File: config.mk
export PLATFORM = sky130hd
export DESIGN_NAME = ramped_pwm_motor_drive_core_flat
export DESIGN_NICKNAME = d
export VERILOG_FILES = /design/src/rpmd_pkg.sv /design/src/rpmd_ifs.sv /design/src/ramped_pwm_motor_drive_core.sv /design/src/rpmd_fifo.sv /design/src/rpmd_front.sv /design/src/rpmd_map.sv /design/src/rpmd_back.sv /design/src/flat_wrapper.sv
export SDC_FILE = /design/constraint.sdc
export NUM_CORES = 2
export LEC_CHECK = 0
export BUFFER_PORTS_ARGS = -buffer_cell sky130_fd_sc_hd__buf_4
export CAP_MARGIN = 5
export CORE_ASPECT_RATIO = 1.5
export CORE_MARGIN = 5
export CORE_UTILIZATION = 35
export DETAILED_ROUTE_END_ITERATION = 12
export GPL_ROUTABILITY_DRIVEN = 0
export MAX_ROUTING_LAYER = met4
export SLEW_MARGIN = 40
export SYNTH_ARGS = -nofsm -noshare
export SYNTH_HDL_FRONTEND = slang
export SYNTH_SLANG_ARGS = --single-unit
File: constraint.sdc
create_clock -name clk -period 9.4 [get_ports clk]
set_input_delay 0.94 -clock clk [delete_from_list [all_inputs] [get_ports clk]]
set_output_delay 0.94 -clock clk [all_outputs]
set_load 0.005 [all_outputs]
File: src/rpmd_pkg.sv
package rpmd_pkg;

	localparam int SPEED_WIDTH_DEF = 16;
	localparam int TIME_WIDTH_DEF  = 16;
	localparam int STEP_WIDTH      = 8;
	localparam int CFG_IDX_W       = 3;
	localparam int QUEUE_DEPTH     = 2;

	// command codes carried on the input channel and through the queue
	localparam logic [1:0] OP_TICK  = 2'd0;
	localparam logic [1:0] OP_SET   = 2'd1;
	localparam logic [1:0] OP_READY = 2'd2;
	localparam logic [1:0] OP_NOP   = 2'd3;

	// configuration register indexes
	localparam logic [CFG_IDX_W-1:0] REG_SPEED_MIN    = 3'd0;
	localparam logic [CFG_IDX_W-1:0] REG_SPEED_MAX    = 3'd1;
	localparam logic [CFG_IDX_W-1:0] REG_SPEED_INIT   = 3'd2;
	localparam logic [CFG_IDX_W-1:0] REG_SPEED_STEP   = 3'd3;
	localparam logic [CFG_IDX_W-1:0] REG_PULSE_MIN    = 3'd4;
	localparam logic [CFG_IDX_W-1:0] REG_PULSE_MAX    = 3'd5;
	localparam logic [CFG_IDX_W-1:0] REG_PULSE_PERIOD = 3'd6;

	// register values after reset
	localparam int SPEED_MIN_RST    = -255;
	localparam int SPEED_MAX_RST    = 255;
	localparam int SPEED_INIT_RST   = 0;
	localparam int SPEED_STEP_RST   = 1;
	localparam int PULSE_MIN_RST    = 0;
	localparam int PULSE_MAX_RST    = 0;
	localparam int PULSE_PERIOD_RST = 20000;

	typedef struct packed {
		logic motor_on;
		logic period_end;
		logic forward;
		logic target_zero;
	} rpmd_result_t;

	typedef struct packed {
		logic idle;
		logic map_wait;
		logic recompute_pend;
	} rpmd_back_stat_t;

endpackage

File: src/rpmd_ifs.sv
interface rpmd_cmd_if import rpmd_pkg::*; #(
	parameter int SPEED_WIDTH = SPEED_WIDTH_DEF,
	parameter int TIME_WIDTH  = TIME_WIDTH_DEF
) ();
	logic                          valid;
	logic                          ready;
	logic [1:0]                    op;
	logic signed [SPEED_WIDTH-1:0] target_value;
	logic [TIME_WIDTH-1:0]         tick_interval;

	modport source (output valid, op, target_value, tick_interval, input ready);
	modport sink (input valid, op, target_value, tick_interval, output ready);
endinterface

interface rpmd_status_if ();
	logic valid;
	logic ready;
	logic motor_on;
	logic period_end;
	logic forward;
	logic target_zero;

	modport source (output valid, motor_on, period_end, forward, target_zero, input ready);
	modport sink (input valid, motor_on, period_end, forward, target_zero, output ready);
endinterface

interface rpmd_cfg_if import rpmd_pkg::*; #(
	parameter int DATA_WIDTH = SPEED_WIDTH_DEF
) ();
	logic                  valid;
	logic                  ready;
	logic [CFG_IDX_W-1:0]  index;
	logic [DATA_WIDTH-1:0] data;

	modport source (output valid, index, data, input ready);
	modport sink (input valid, index, data, output ready);
endinterface

File: src/ramped_pwm_motor_drive_core.sv
// Channel   Role  Transfer when          Carries
// cfg       sink  cfg.valid & ready      index, data (register write, always ready)
// cmd       sink  cmd.valid & ready      op, target_value, tick_interval
// status    src   status.valid & ready   motor_on, period_end, forward, target_zero
//
// Set, ready and plain ticks retire at the queue head: after the queue, status.valid is
// registered; one command a cycle streams through while status.ready keeps up.
// The first tick after a period end (or after reset or a ready command) first runs the
// ramp step and the on-time map: one multiply and a restoring divide of
// SPEED_WIDTH+TIME_WIDTH steps.
// Reset is asynchronous and active low; registers take their documented reset values.
// A two-entry queue lets cmd keep accepting while the back end maps or status stalls.
module ramped_pwm_motor_drive_core import rpmd_pkg::*; #(
	parameter int SPEED_WIDTH = SPEED_WIDTH_DEF,
	parameter int TIME_WIDTH  = TIME_WIDTH_DEF
) (
	input  logic          clk,
	input  logic          arst_n,
	rpmd_cfg_if.sink      cfg,
	rpmd_cmd_if.sink      cmd,
	rpmd_status_if.source status
);
	localparam int ENTRY_W = 2 + SPEED_WIDTH + TIME_WIDTH;

	// configuration registers
	logic [SPEED_WIDTH-1:0] speed_min_q;
	logic [SPEED_WIDTH-1:0] speed_max_q;
	logic [SPEED_WIDTH-1:0] speed_init_q;
	logic [STEP_WIDTH-1:0]  speed_step_q;
	logic [TIME_WIDTH-1:0]  pulse_min_q;
	logic [TIME_WIDTH-1:0]  pulse_max_q;
	logic [TIME_WIDTH-1:0]  pulse_period_q;

	// queue between front and back
	logic               q_push;
	logic               q_full;
	logic               q_pop;
	logic               q_empty;
	logic [ENTRY_W-1:0] q_entry;
	logic [ENTRY_W-1:0] q_head;

	// on-time map unit
	logic                   map_start;
	logic                   map_done;
	logic [TIME_WIDTH-1:0]  map_on_time;
	logic [SPEED_WIDTH-1:0] cur_speed;

	rpmd_back_stat_t back_stat;

	// Register writes must be made only while the block is idle; the block does not enforce this and takes them at once.
	assign cfg.ready = 1'b1;

	always_ff @(posedge clk or negedge arst_n) begin
		if (!arst_n) begin
			speed_min_q    <= SPEED_WIDTH'(SPEED_MIN_RST);
			speed_max_q    <= SPEED_WIDTH'(SPEED_MAX_RST);
			speed_init_q   <= SPEED_WIDTH'(SPEED_INIT_RST);
			speed_step_q   <= STEP_WIDTH'(SPEED_STEP_RST);
			pulse_min_q    <= TIME_WIDTH'(PULSE_MIN_RST);
			pulse_max_q    <= TIME_WIDTH'(PULSE_MAX_RST);
			pulse_period_q <= TIME_WIDTH'(PULSE_PERIOD_RST);
		end else if (cfg.valid) begin
			case (cfg.index)
				REG_SPEED_MIN:    speed_min_q    <= cfg.data[SPEED_WIDTH-1:0];
				REG_SPEED_MAX:    speed_max_q    <= cfg.data[SPEED_WIDTH-1:0];
				REG_SPEED_INIT:   speed_init_q   <= cfg.data[SPEED_WIDTH-1:0];
				REG_SPEED_STEP:   speed_step_q   <= cfg.data[STEP_WIDTH-1:0];
				REG_PULSE_MIN:    pulse_min_q    <= cfg.data[TIME_WIDTH-1:0];
				REG_PULSE_MAX:    pulse_max_q    <= cfg.data[TIME_WIDTH-1:0];
				REG_PULSE_PERIOD: pulse_period_q <= cfg.data[TIME_WIDTH-1:0];
				default: begin
					// unknown index: drop the write
				end
			endcase
		end
	end

	// Front end: accept commands, clamp the target, push into the queue.
	rpmd_front #(
		.SPEED_WIDTH (SPEED_WIDTH),
		.TIME_WIDTH  (TIME_WIDTH)
	) u_front (
		.cmd       (cmd),
		.speed_min (speed_min_q),
		.speed_max (speed_max_q),
		.q_full    (q_full),
		.q_push    (q_push),
		.q_entry   (q_entry)
	);

	rpmd_fifo #(
		.WIDTH (ENTRY_W),
		.DEPTH (QUEUE_DEPTH)
	) u_queue (
		.clk       (clk),
		.arst_n    (arst_n),
		.push      (q_push),
		.push_data (q_entry),
		.full      (q_full),
		.pop       (q_pop),
		.pop_data  (q_head),
		.empty     (q_empty)
	);

	// Back end: hold the drive state, ramp, accumulate time, register the result.
	rpmd_back #(
		.SPEED_WIDTH (SPEED_WIDTH),
		.TIME_WIDTH  (TIME_WIDTH)
	) u_back (
		.clk          (clk),
		.arst_n       (arst_n),
		.q_head       (q_head),
		.q_empty      (q_empty),
		.q_pop        (q_pop),
		.speed_init   (speed_init_q),
		.speed_step   (speed_step_q),
		.pulse_period (pulse_period_q),
		.cur_speed    (cur_speed),
		.map_start    (map_start),
		.map_done     (map_done),
		.map_on_time  (map_on_time),
		.status       (status),
		.stat         (back_stat)
	);

	// Linear map of speed onto the pulse range, multiply then bit-serial divide.
	rpmd_map #(
		.SPEED_WIDTH (SPEED_WIDTH),
		.TIME_WIDTH  (TIME_WIDTH)
	) u_map (
		.clk       (clk),
		.arst_n    (arst_n),
		.start     (map_start),
		.cur_speed (cur_speed),
		.speed_min (speed_min_q),
		.speed_max (speed_max_q),
		.pulse_min (pulse_min_q),
		.pulse_max (pulse_max_q),
		.done      (map_done),
		.on_time   (map_on_time)
	);

`ifndef SYNTHESIS
	a_queue_no_overflow: assert property (@(posedge clk) disable iff (!arst_n)
		q_push |-> !q_full)
		else $error("queue written while full");

	a_queue_no_underflow: assert property (@(posedge clk) disable iff (!arst_n)
		q_pop |-> !q_empty)
		else $error("queue read while empty");

	a_map_done_awaited: assert property (@(posedge clk) disable iff (!arst_n)
		map_done |-> back_stat.map_wait)
		else $error("map finished with no back end waiting");

	a_tick_after_recompute: assert property (@(posedge clk) disable iff (!arst_n)
		(q_pop && (q_head[ENTRY_W-1 -: 2] == OP_TICK)) |-> !back_stat.recompute_pend)
		else $error("tick retired before the on-time was recomputed");
`endif

endmodule

File: src/rpmd_fifo.sv
module rpmd_fifo #(
	parameter int WIDTH = 34,
	parameter int DEPTH = 2
) (
	input  logic             clk,
	input  logic             arst_n,
	input  logic             push,
	input  logic [WIDTH-1:0] push_data,
	output logic             full,
	input  logic             pop,
	output logic [WIDTH-1:0] pop_data,
	output logic             empty
);
	localparam int PTR_W = (DEPTH > 1) ? $clog2(DEPTH) : 1;
	localparam int CNT_W = $clog2(DEPTH + 1);

	logic [WIDTH-1:0] mem_q [DEPTH];
	logic [PTR_W-1:0] wr_q;
	logic [PTR_W-1:0] rd_q;
	logic [CNT_W-1:0] cnt_q;

	assign full     = (cnt_q == CNT_W'(DEPTH));
	assign empty    = (cnt_q == '0);
	assign pop_data = mem_q[rd_q];

	always_ff @(posedge clk) begin
		if (push) begin
			mem_q[wr_q] <= push_data;
		end
	end

	always_ff @(posedge clk or negedge arst_n) begin
		if (!arst_n) begin
			wr_q  <= '0;
			rd_q  <= '0;
			cnt_q <= '0;
		end else begin
			if (push) begin
				wr_q <= (wr_q == PTR_W'(DEPTH - 1)) ? '0 : wr_q + 1'b1;
			end
			if (pop) begin
				rd_q <= (rd_q == PTR_W'(DEPTH - 1)) ? '0 : rd_q + 1'b1;
			end
			case ({push, pop})
				2'b10: cnt_q <= cnt_q + 1'b1;
				2'b01: cnt_q <= cnt_q - 1'b1;
				default: cnt_q <= cnt_q;
			endcase
		end
	end

endmodule

File: src/rpmd_front.sv
module rpmd_front import rpmd_pkg::*; #(
	parameter int SPEED_WIDTH = SPEED_WIDTH_DEF,
	parameter int TIME_WIDTH  = TIME_WIDTH_DEF
) (
	rpmd_cmd_if.sink                          cmd,
	input  logic signed [SPEED_WIDTH-1:0]     speed_min,
	input  logic signed [SPEED_WIDTH-1:0]     speed_max,
	input  logic                              q_full,
	output logic                              q_push,
	output logic [2+SPEED_WIDTH+TIME_WIDTH-1:0] q_entry
);
	logic signed [SPEED_WIDTH-1:0] t_hi;
	logic signed [SPEED_WIDTH-1:0] t_clamp;
	logic [SPEED_WIDTH-1:0]        set_val;
	logic [TIME_WIDTH-1:0]         ivl;

	assign cmd.ready = !q_full;
	assign q_push    = cmd.valid && !q_full;

	// clamp to the upper limit first, the lower limit wins on a crossed pair
	assign t_hi    = (cmd.target_value > speed_max) ? speed_max : cmd.target_value;
	assign t_clamp = (t_hi < speed_min) ? speed_min : t_hi;

	// drop the field that the command does not use
	always_comb begin
		set_val = '0;
		ivl     = '0;
		case (cmd.op)
			OP_TICK: ivl = cmd.tick_interval;
			OP_SET:  set_val = t_clamp;
			default: begin
			end
		endcase
	end

	assign q_entry = {cmd.op, set_val, ivl};

endmodule

File: src/rpmd_map.sv
module rpmd_map import rpmd_pkg::*; #(
	parameter int SPEED_WIDTH = SPEED_WIDTH_DEF,
	parameter int TIME_WIDTH  = TIME_WIDTH_DEF
) (
	input  logic                          clk,
	input  logic                          arst_n,
	input  logic                          start,
	input  logic [SPEED_WIDTH-1:0]        cur_speed,
	input  logic [SPEED_WIDTH-1:0]        speed_min,
	input  logic [SPEED_WIDTH-1:0]        speed_max,
	input  logic [TIME_WIDTH-1:0]         pulse_min,
	input  logic [TIME_WIDTH-1:0]         pulse_max,
	output logic                          done,
	output logic [TIME_WIDTH-1:0]         on_time
);
	localparam int PROD_W = SPEED_WIDTH + TIME_WIDTH;
	localparam int CNT_W  = $clog2(PROD_W + 1);

	localparam logic [1:0] M_IDLE = 2'd0;
	localparam logic [1:0] M_MUL  = 2'd1;
	localparam logic [1:0] M_DIV  = 2'd2;
	localparam logic [1:0] M_FIN  = 2'd3;

	logic [1:0]             state_q;
	logic [CNT_W-1:0]       cnt_q;
	logic [SPEED_WIDTH-1:0] ax_q;
	logic [TIME_WIDTH-1:0]  ay_q;
	logic [SPEED_WIDTH-1:0] den_q;
	logic                   neg_q;
	logic                   dzero_q;
	logic [PROD_W-1:0]      prod_q;
	logic [SPEED_WIDTH-1:0] rem_q;

	logic [SPEED_WIDTH:0]   dx;
	logic [SPEED_WIDTH:0]   den;
	logic [TIME_WIDTH:0]    dy;
	logic [SPEED_WIDTH:0]   dx_abs;
	logic [SPEED_WIDTH:0]   den_abs;
	logic [TIME_WIDTH:0]    dy_abs;
	logic [PROD_W-1:0]      prod;
	logic [SPEED_WIDTH:0]   r2;
	logic [SPEED_WIDTH+1:0] diff;
	logic                   ge;
	logic [SPEED_WIDTH-1:0] rem_nxt;
	logic [TIME_WIDTH:0]    qsat;
	logic [TIME_WIDTH+1:0]  pmin_x;
	logic [TIME_WIDTH+1:0]  q_x;
	logic [TIME_WIDTH+1:0]  res;

	// differences and magnitudes; every magnitude fits the unsigned field width
	assign dx      = {cur_speed[SPEED_WIDTH-1], cur_speed} - {speed_min[SPEED_WIDTH-1], speed_min};
	assign den     = {speed_max[SPEED_WIDTH-1], speed_max} - {speed_min[SPEED_WIDTH-1], speed_min};
	assign dy      = {1'b0, pulse_max} - {1'b0, pulse_min};
	assign dx_abs  = dx[SPEED_WIDTH] ? (~dx + 1'b1) : dx;
	assign den_abs = den[SPEED_WIDTH] ? (~den + 1'b1) : den;
	assign dy_abs  = dy[TIME_WIDTH] ? (~dy + 1'b1) : dy;

	assign prod = ax_q * ay_q;

	// one restoring step a cycle, quotient bits shift in behind the dividend
	assign r2      = {rem_q, prod_q[PROD_W-1]};
	assign diff    = {1'b0, r2} - {2'b00, den_q};
	assign ge      = !diff[SPEED_WIDTH+1];
	assign rem_nxt = ge ? diff[SPEED_WIDTH-1:0] : r2[SPEED_WIDTH-1:0];

	// any quotient of one full range or more saturates the on-time either way
	assign qsat   = (|prod_q[PROD_W-1:TIME_WIDTH]) ? {1'b1, {TIME_WIDTH{1'b0}}}
	                                               : {1'b0, prod_q[TIME_WIDTH-1:0]};
	assign pmin_x = {2'b00, pulse_min};
	assign q_x    = {1'b0, qsat};
	assign res    = neg_q ? (pmin_x - q_x) : (pmin_x + q_x);

	always_comb begin
		if (dzero_q) begin
			on_time = pulse_min;
		end else if (res[TIME_WIDTH+1]) begin
			on_time = '0;
		end else if (res[TIME_WIDTH]) begin
			on_time = '1;
		end else begin
			on_time = res[TIME_WIDTH-1:0];
		end
	end

	assign done = (state_q == M_FIN);

	always_ff @(posedge clk or negedge arst_n) begin
		if (!arst_n) begin
			state_q <= M_IDLE;
			cnt_q   <= '0;
		end else begin
			case (state_q)
				M_IDLE: begin
					if (start) begin
						state_q <= (den == '0) ? M_FIN : M_MUL;
					end
				end
				M_MUL: begin
					cnt_q   <= CNT_W'(PROD_W);
					state_q <= M_DIV;
				end
				M_DIV: begin
					cnt_q <= cnt_q - 1'b1;
					if (cnt_q == CNT_W'(1)) begin
						state_q <= M_FIN;
					end
				end
				M_FIN: state_q <= M_IDLE;
				default: state_q <= M_IDLE;
			endcase
		end
	end

	always_ff @(posedge clk) begin
		case (state_q)
			M_IDLE: begin
				if (start) begin
					ax_q    <= dx_abs[SPEED_WIDTH-1:0];
					ay_q    <= dy_abs[TIME_WIDTH-1:0];
					den_q   <= den_abs[SPEED_WIDTH-1:0];
					neg_q   <= dx[SPEED_WIDTH] ^ dy[TIME_WIDTH] ^ den[SPEED_WIDTH];
					dzero_q <= (den == '0);
				end
			end
			M_MUL: begin
				prod_q <= prod;
				rem_q  <= '0;
			end
			M_DIV: begin
				prod_q <= {prod_q[PROD_W-2:0], ge};
				rem_q  <= rem_nxt;
			end
			default: begin
			end
		endcase
	end

endmodule

File: src/rpmd_back.sv
module rpmd_back import rpmd_pkg::*; #(
	parameter int SPEED_WIDTH = SPEED_WIDTH_DEF,
	parameter int TIME_WIDTH  = TIME_WIDTH_DEF
) (
	input  logic                                clk,
	input  logic                                arst_n,
	input  logic [2+SPEED_WIDTH+TIME_WIDTH-1:0] q_head,
	input  logic                                q_empty,
	output logic                                q_pop,
	input  logic [SPEED_WIDTH-1:0]              speed_init,
	input  logic [STEP_WIDTH-1:0]               speed_step,
	input  logic [TIME_WIDTH-1:0]               pulse_period,
	output logic [SPEED_WIDTH-1:0]              cur_speed,
	output logic                                map_start,
	input  logic                                map_done,
	input  logic [TIME_WIDTH-1:0]               map_on_time,
	rpmd_status_if.source                       status,
	output rpmd_back_stat_t                     stat
);
	localparam int ENTRY_W = 2 + SPEED_WIDTH + TIME_WIDTH;

	localparam logic [1:0] S_IDLE  = 2'd0;
	localparam logic [1:0] S_RAMP  = 2'd1;
	localparam logic [1:0] S_START = 2'd2;
	localparam logic [1:0] S_WAIT  = 2'd3;

	logic [1:0]             state_q;
	logic [SPEED_WIDTH-1:0] cur_q;
	logic [SPEED_WIDTH-1:0] tgt_q;
	logic [TIME_WIDTH-1:0]  on_q;
	logic [TIME_WIDTH:0]    acc_q;
	logic                   level_q;
	logic                   pend_q;
	logic                   res_valid_q;
	rpmd_result_t           res_q;

	logic [1:0]             head_op;
	logic [SPEED_WIDTH-1:0] head_val;
	logic [TIME_WIDTH-1:0]  head_ivl;
	logic                   head_pending;
	logic                   out_free;
	logic                   exec;
	logic [TIME_WIDTH:0]    acc_sum;

	logic [SPEED_WIDTH-1:0] nxt_cur;
	logic [SPEED_WIDTH-1:0] nxt_tgt;
	logic [TIME_WIDTH-1:0]  nxt_on;
	logic [TIME_WIDTH:0]    nxt_acc;
	logic                   nxt_level;
	logic                   nxt_pend;
	logic                   pe;

	logic signed [SPEED_WIDTH+1:0] cur_x;
	logic signed [SPEED_WIDTH+1:0] tgt_x;
	logic signed [SPEED_WIDTH+1:0] step_x;
	logic signed [SPEED_WIDTH+1:0] up_x;
	logic signed [SPEED_WIDTH+1:0] dn_x;
	logic                          tgt_pos;
	logic [SPEED_WIDTH-1:0]        ramp_val;

	assign head_op  = q_head[ENTRY_W-1 -: 2];
	assign head_val = q_head[SPEED_WIDTH+TIME_WIDTH-1 -: SPEED_WIDTH];
	assign head_ivl = q_head[TIME_WIDTH-1:0];

	assign head_pending = (head_op == OP_TICK) && pend_q;
	assign out_free     = !res_valid_q || status.ready;
	assign exec         = (state_q == S_IDLE) && !q_empty && !head_pending && out_free;
	assign q_pop        = exec;
	assign map_start    = (state_q == S_START);
	assign cur_speed    = cur_q;

	// one step toward the target; an overshoot or a wrong-way step lands on it
	assign cur_x    = {{2{cur_q[SPEED_WIDTH-1]}}, cur_q};
	assign tgt_x    = {{2{tgt_q[SPEED_WIDTH-1]}}, tgt_q};
	assign step_x   = {{(SPEED_WIDTH+2-STEP_WIDTH){1'b0}}, speed_step};
	assign up_x     = cur_x + step_x;
	assign dn_x     = cur_x - step_x;
	assign tgt_pos  = !tgt_q[SPEED_WIDTH-1] && (tgt_q != '0);
	assign ramp_val = tgt_pos ? ((up_x >= tgt_x) ? tgt_q : up_x[SPEED_WIDTH-1:0])
	                          : ((dn_x <= tgt_x) ? tgt_q : dn_x[SPEED_WIDTH-1:0]);

	assign acc_sum = acc_q + {1'b0, head_ivl};

	always_comb begin
		nxt_cur   = cur_q;
		nxt_tgt   = tgt_q;
		nxt_on    = on_q;
		nxt_acc   = acc_q;
		nxt_level = level_q;
		nxt_pend  = pend_q;
		pe        = 1'b0;
		case (head_op)
			OP_TICK: begin
				if (acc_sum < {1'b0, pulse_period}) begin
					nxt_acc   = acc_sum;
					nxt_level = (acc_sum < {1'b0, on_q});
				end else begin
					nxt_acc   = '0;
					nxt_level = 1'b0;
					pe        = 1'b1;
				end
				nxt_pend = pe;
			end
			OP_SET: nxt_tgt = head_val;
			OP_READY: begin
				nxt_cur   = speed_init;
				nxt_tgt   = speed_init;
				nxt_on    = '0;
				nxt_acc   = '0;
				nxt_level = 1'b0;
				nxt_pend  = 1'b1;
			end
			OP_NOP: begin
			end
			default: begin
			end
		endcase
	end

	always_ff @(posedge clk or negedge arst_n) begin
		if (!arst_n) begin
			state_q <= S_IDLE;
			cur_q   <= SPEED_WIDTH'(SPEED_INIT_RST);
			tgt_q   <= SPEED_WIDTH'(SPEED_INIT_RST);
			on_q    <= '0;
			acc_q   <= '0;
			level_q <= 1'b0;
			pend_q  <= 1'b1;
		end else begin
			case (state_q)
				S_IDLE: begin
					if (!q_empty && head_pending) begin
						state_q <= S_RAMP;
					end else if (exec) begin
						cur_q   <= nxt_cur;
						tgt_q   <= nxt_tgt;
						on_q    <= nxt_on;
						acc_q   <= nxt_acc;
						level_q <= nxt_level;
						pend_q  <= nxt_pend;
					end
				end
				S_RAMP: begin
					cur_q   <= ramp_val;
					state_q <= S_START;
				end
				S_START: state_q <= S_WAIT;
				S_WAIT: begin
					if (map_done) begin
						on_q    <= map_on_time;
						pend_q  <= 1'b0;
						state_q <= S_IDLE;
					end
				end
				default: state_q <= S_IDLE;
			endcase
		end
	end

	// hold the result until its transfer, reload it when the next command retires
	always_ff @(posedge clk or negedge arst_n) begin
		if (!arst_n) begin
			res_valid_q <= 1'b0;
		end else if (exec) begin
			res_valid_q <= 1'b1;
		end else if (status.ready) begin
			res_valid_q <= 1'b0;
		end
	end

	always_ff @(posedge clk) begin
		if (exec) begin
			res_q.motor_on    <= nxt_level;
			res_q.period_end  <= pe;
			res_q.forward     <= !nxt_cur[SPEED_WIDTH-1];
			res_q.target_zero <= (nxt_tgt == '0);
		end
	end

	assign status.valid       = res_valid_q;
	assign status.motor_on    = res_q.motor_on;
	assign status.period_end  = res_q.period_end;
	assign status.forward     = res_q.forward;
	assign status.target_zero = res_q.target_zero;

	assign stat.idle           = (state_q == S_IDLE);
	assign stat.map_wait       = (state_q == S_WAIT);
	assign stat.recompute_pend = pend_q;

endmodule

File: src/flat_wrapper.sv
// flat-port wrapper written by rule: the top's interface ports become plain ports
module ramped_pwm_motor_drive_core_flat import rpmd_pkg::*;
#(
	parameter int SPEED_WIDTH = SPEED_WIDTH_DEF,
	parameter int TIME_WIDTH  = TIME_WIDTH_DEF
)
  (clk, arst_n, cfg_valid, cfg_index, cfg_data, cfg_ready, cmd_valid, cmd_op, cmd_target_value, cmd_tick_interval, cmd_ready, status_valid, status_motor_on, status_period_end, status_forward, status_target_zero, status_ready);
  rpmd_cfg_if cfg_i ();
  rpmd_cmd_if #(.SPEED_WIDTH(SPEED_WIDTH), .TIME_WIDTH(TIME_WIDTH)) cmd_i ();
  rpmd_status_if status_i ();
  input  logic clk;
  input  logic arst_n;
  input wire logic [$bits(cfg_i.valid)-1:0] cfg_valid;
  input wire logic [$bits(cfg_i.index)-1:0] cfg_index;
  input wire logic [$bits(cfg_i.data)-1:0] cfg_data;
  output wire logic [$bits(cfg_i.ready)-1:0] cfg_ready;
  input wire logic [$bits(cmd_i.valid)-1:0] cmd_valid;
  input wire logic [$bits(cmd_i.op)-1:0] cmd_op;
  input wire logic [$bits(cmd_i.target_value)-1:0] cmd_target_value;
  input wire logic [$bits(cmd_i.tick_interval)-1:0] cmd_tick_interval;
  output wire logic [$bits(cmd_i.ready)-1:0] cmd_ready;
  output wire logic [$bits(status_i.valid)-1:0] status_valid;
  output wire logic [$bits(status_i.motor_on)-1:0] status_motor_on;
  output wire logic [$bits(status_i.period_end)-1:0] status_period_end;
  output wire logic [$bits(status_i.forward)-1:0] status_forward;
  output wire logic [$bits(status_i.target_zero)-1:0] status_target_zero;
  input wire logic [$bits(status_i.ready)-1:0] status_ready;
  assign cfg_i.valid = cfg_valid;
  assign cfg_i.index = cfg_index;
  assign cfg_i.data = cfg_data;
  assign cfg_ready = cfg_i.ready;
  assign cmd_i.valid = cmd_valid;
  assign cmd_i.op = cmd_op;
  assign cmd_i.target_value = cmd_target_value;
  assign cmd_i.tick_interval = cmd_tick_interval;
  assign cmd_ready = cmd_i.ready;
  assign status_valid = status_i.valid;
  assign status_motor_on = status_i.motor_on;
  assign status_period_end = status_i.period_end;
  assign status_forward = status_i.forward;
  assign status_target_zero = status_i.target_zero;
  assign status_i.ready = status_ready;
  ramped_pwm_motor_drive_core #(.SPEED_WIDTH(SPEED_WIDTH), .TIME_WIDTH(TIME_WIDTH)) u_core (.clk(clk), .arst_n(arst_n), .cfg(cfg_i), .cmd(cmd_i), .status(status_i));
endmodule
==> results by group <==
Route
  – Via-per-instance ratio: 5.25
  – Detail Route Antenna Nets: 0
  – Via count: 25100
  – Pre-Repair DR Iteration Count: 6
  – Routed wire length: 89500 um
  – Starting DRT DRC Count: 1400
  – Wirelength per Cell: 18.7 um
  – Residual DRC: 0

Outcome
  – Status: finished clean

Timing
  – Relative slew slack: 45.8%
  – Clock skew: 11.1 ps
  – Fin Setup TNS: 0 ps
  – Final max-slew violation count: 0
  – Worst Max-Slew Pin Slew: 812 ps
  – Hold Violations, Final: 0
  – Tmin final: 7200 ps
  – Setup violators final: 0
  – Max frequency: 0.139 GHz
  – Final Cycle Share: 76.5%
  – RSZ-0062 raised after global routing: false
  – Setup ws final: 2200 ps

Clocking
  – CTS HTree Levels: 2
  – CTS Hold Bufs: 0
  – CTS Buffer Depth: 3
  – Post-CTS Setup Inserts: 0
  – Clock root cell: clkbuf_16
  – Clk sinks: 356
  – CTS tree: done
  – CTS buffer count: 38
  – Clock latency on the worst-skew pair: 570 ps
  – CTS clk-pin slew, worst paths: 60 ps
  – Post-CTS sizing: 0

Synth
  – Register area share after synthesis: 29.9%
  – Synth Area per Inst: 9.37 um2
  – Synthesized netlist cell count: 3498
  – Number of flops mapped to enable cells by yosys: 170
  – Synth async-reset ratio: 52.2%
  – Distinct cells, synth: 86
  – Synth Register Bits: 356
  – Synth Net Count: 4088
  – Synth Flop Type: edfxtp_1
  – Netlist Area Pre-Place: 32800 um2
  – Synth warn: 0

Floorplan
  – Die W: 260 um
  – Top Ports: 65
  – Die Area: 100000 um2
  – Initial core utilization: 35.2%
  – Die Height: 385 um
  – Placeable Area: 93100 um2
  – Std cell rows: 137

Place
  – Dpl ws: 2230 ps
  – I/O Buffers: 63
  – HPWL after DPL: 71200 um

Global route
  – Global-route usage over all layers: 18.2%
  – Vias in the first global route: 26100
  – GR Overflow Total: 0
  – Largest net degree at the start of global routing: 65
  – Initial antenna violation count: 0
  – Global-route wire length before repair: 142000 um

Setup path
  – Worst-path fanout max: 16
  – Worst Setup End Kind: register
  – Critical Path Slowest Stage Cell: edfxtp_1
  – CP Launch Type: register
  – Worst-path cell chain: and2_1, fa_1, inv_1, fa_1, inv_1, fa_1, fa_1, fa_1, inv_1, fa_1, inv_1, ha_1, a21o_1, a21o_1, a21oi_1, o21ai_0, a22oi_1, a31oi_1, a21oi_1, or4b_2, nand3_1
  – Required @ worst endpoint: 9830 ps
  – CP Class: reg2reg
  – Most common cell on crit path: fa_1
  – Worst EP arrival: 7630 ps
  – Slowest stage delay, CP: 650 ps

Worst hold path
  – Hold Path Class: in2async

Layout
  – Area Growth Syn to Fin: 9.83%
  – Total Nets Final: 4099
  – ANT cells: 0
  – Layout cells sized above 1: 9.61%

Job
  – Max Cap Violations: 0
per-layer routing:
metal  share of wire (%)  vias up  GRT usage [%]
met5                   0        -              -
met2                  54      509           34.5
met3                 2.8      186           1.56
met1                  38    12400           19.5
met4                 4.5        0           7.23
li1                    -    12100              -
cell usage in the layout, fill, tap and decap left out, types with 17 or more instances in the layout:
master       n
edfxtp_1   170
and3_1      19
xor2_1      67
a21oi_1    175
fa_1       202
mux2_2     116
buf_4       86
nand2b_1    32
o31ai_1     17
nor2b_1     49
o21a_1      40
nor2_1     149
a21o_1      53
nand2_1    373
and2_1     149
nand4_1     18
dfstp_2     24
dfrtp_1    162
mux2i_1     23
ha_1       328
nor3_1      89
clkbuf_16   39
xnor2_1    103
nand3_1     61
o21ai_0    200
nor4_1      23
inv_1      425
a31oi_1     22
logic make-up (layout without fill, tap and decap cells):
kind of cell	count (synthesis)	in the layout	synth area share [%]
simple gates	1042	1042	15.7
fa+ha+maj	532	532	24.9
mux	139	139	4.69
flops	356	356	29.9
other cells	1	1	0.0114
xor+xnor	170	170	4.54
compound gates	710	710	14.0
buf+inv	548	588	6.29
worst max-delay path: cells and delay by family (launching register included):
kind,cells,cell delay (ps)
adder cells (fa/ha/maj),7,3500
flip-flops,1,650
buffers and inverters,4,210
AO/OA/AOI/OAI,7,1720
AND/OR/NAND/NOR,3,980
cells in the mapped netlist (17+ instances only):
master    number  area share (%)
o21a_1        40            0.92
and2_1       150             2.9
nand4_1       18            0.34
and3_1        20            0.38
o21ai_0      200             3.1
nand3_1       61            0.93
inv_1        425             4.9
ha_1         330              13
a21o_1        53             1.2
o31ai_1       17            0.39
fa_1         202              12
dfrtp_1      162              12
nand2_1      374             4.3
clkbuf_1     114             1.3
nor4_1        23            0.44
mux2i_1       23            0.70
xnor2_1      103             2.8
dfstp_2       24             1.9
mux2_2       116             4.0
a31oi_1       22            0.42
nor2b_1       49            0.94
xor2_1        67             1.8
edfxtp_1     170              16
nor3_1        91             1.4
nor2_1       151             1.7
a21oi_1      178             2.7
nand2b_1      33            0.63
layout make-up:
class,instances,area [um2]
fillers,9282,57100
multi-input cells,2594,21000
flip-flops and latches,356,9790
inverters,426,1600
well taps,1251,1570
clock buffers,48,1050
repair buffers,93,756
clock inverters,21,234
through the flow:
stage          utilization [%]  cells  area [um2]  hold WS [ps]
2_1_floorplan                -   3498       32800           448
3_3_place_gp              37.2   4714       34600           462
3_5_place_dp              37.3   4720       34700           469
4_1_cts                   38.7   4789       36000           385
5_1_grt                   38.7   4789       36000           410
6_report                  38.7   4789       36000           386
sequential cells by signal, indices dropped and copies added (netlist names), 2 cells and up:
register and count:
u_core.u_queue.mem_q 68, u_core.u_map.prod_q 32, u_core.u_back.acc_q 17, u_core.pulse_max_q 16, u_core.pulse_min_q 16, u_core.pulse_period_q 16, u_core.speed_init_q 16, u_core.speed_max_q 16
u_core.speed_min_q 16, u_core.u_back.cur_speed 16, u_core.u_back.on_q 16, u_core.u_back.tgt_q 16, u_core.u_map.ax_q 16, u_core.u_map.ay_q 16, u_core.u_map.den_q 16, u_core.u_map.rem_q 16
u_core.speed_step_q 8, u_core.u_map.cnt_q 6, u_core.u_back.state_q 2, u_core.u_map.state_q 2, u_core.u_queue.cnt_q 2
worst paths after layout:
path / endpoint / from / cells after the start / slack, ps
max in group asynchronous: u_core.pulse_period_q[14]$_DFFE_PN1P_ / arst_n / 4 / 7290
setup / recovery: u_core.u_map.prod_q[29]$_DFFE_PP_ / u_core.u_map.ax_q[10]$_DFFE_PP_ / 21 / 2200
hold / removal: u_core.speed_step_q[1]$_DFFE_PN0P_ / arst_n / 1 / 390
min in group clk: u_core.u_back.level_q$_DFFE_PN0P_ / u_core.u_back.level_q$_DFFE_PN0P_ / 2 / 490
hold reg to reg: u_core.u_back.level_q$_DFFE_PN0P_ / u_core.u_back.level_q$_DFFE_PN0P_ / 2 / 490
setup reg to reg: u_core.u_map.prod_q[29]$_DFFE_PP_ / u_core.u_map.ax_q[10]$_DFFE_PP_ / 21 / 2200
Power is left out: the tool's default activity adds up to more than one toggle a clock period on the data nets, which glitch-free logic cannot reach.
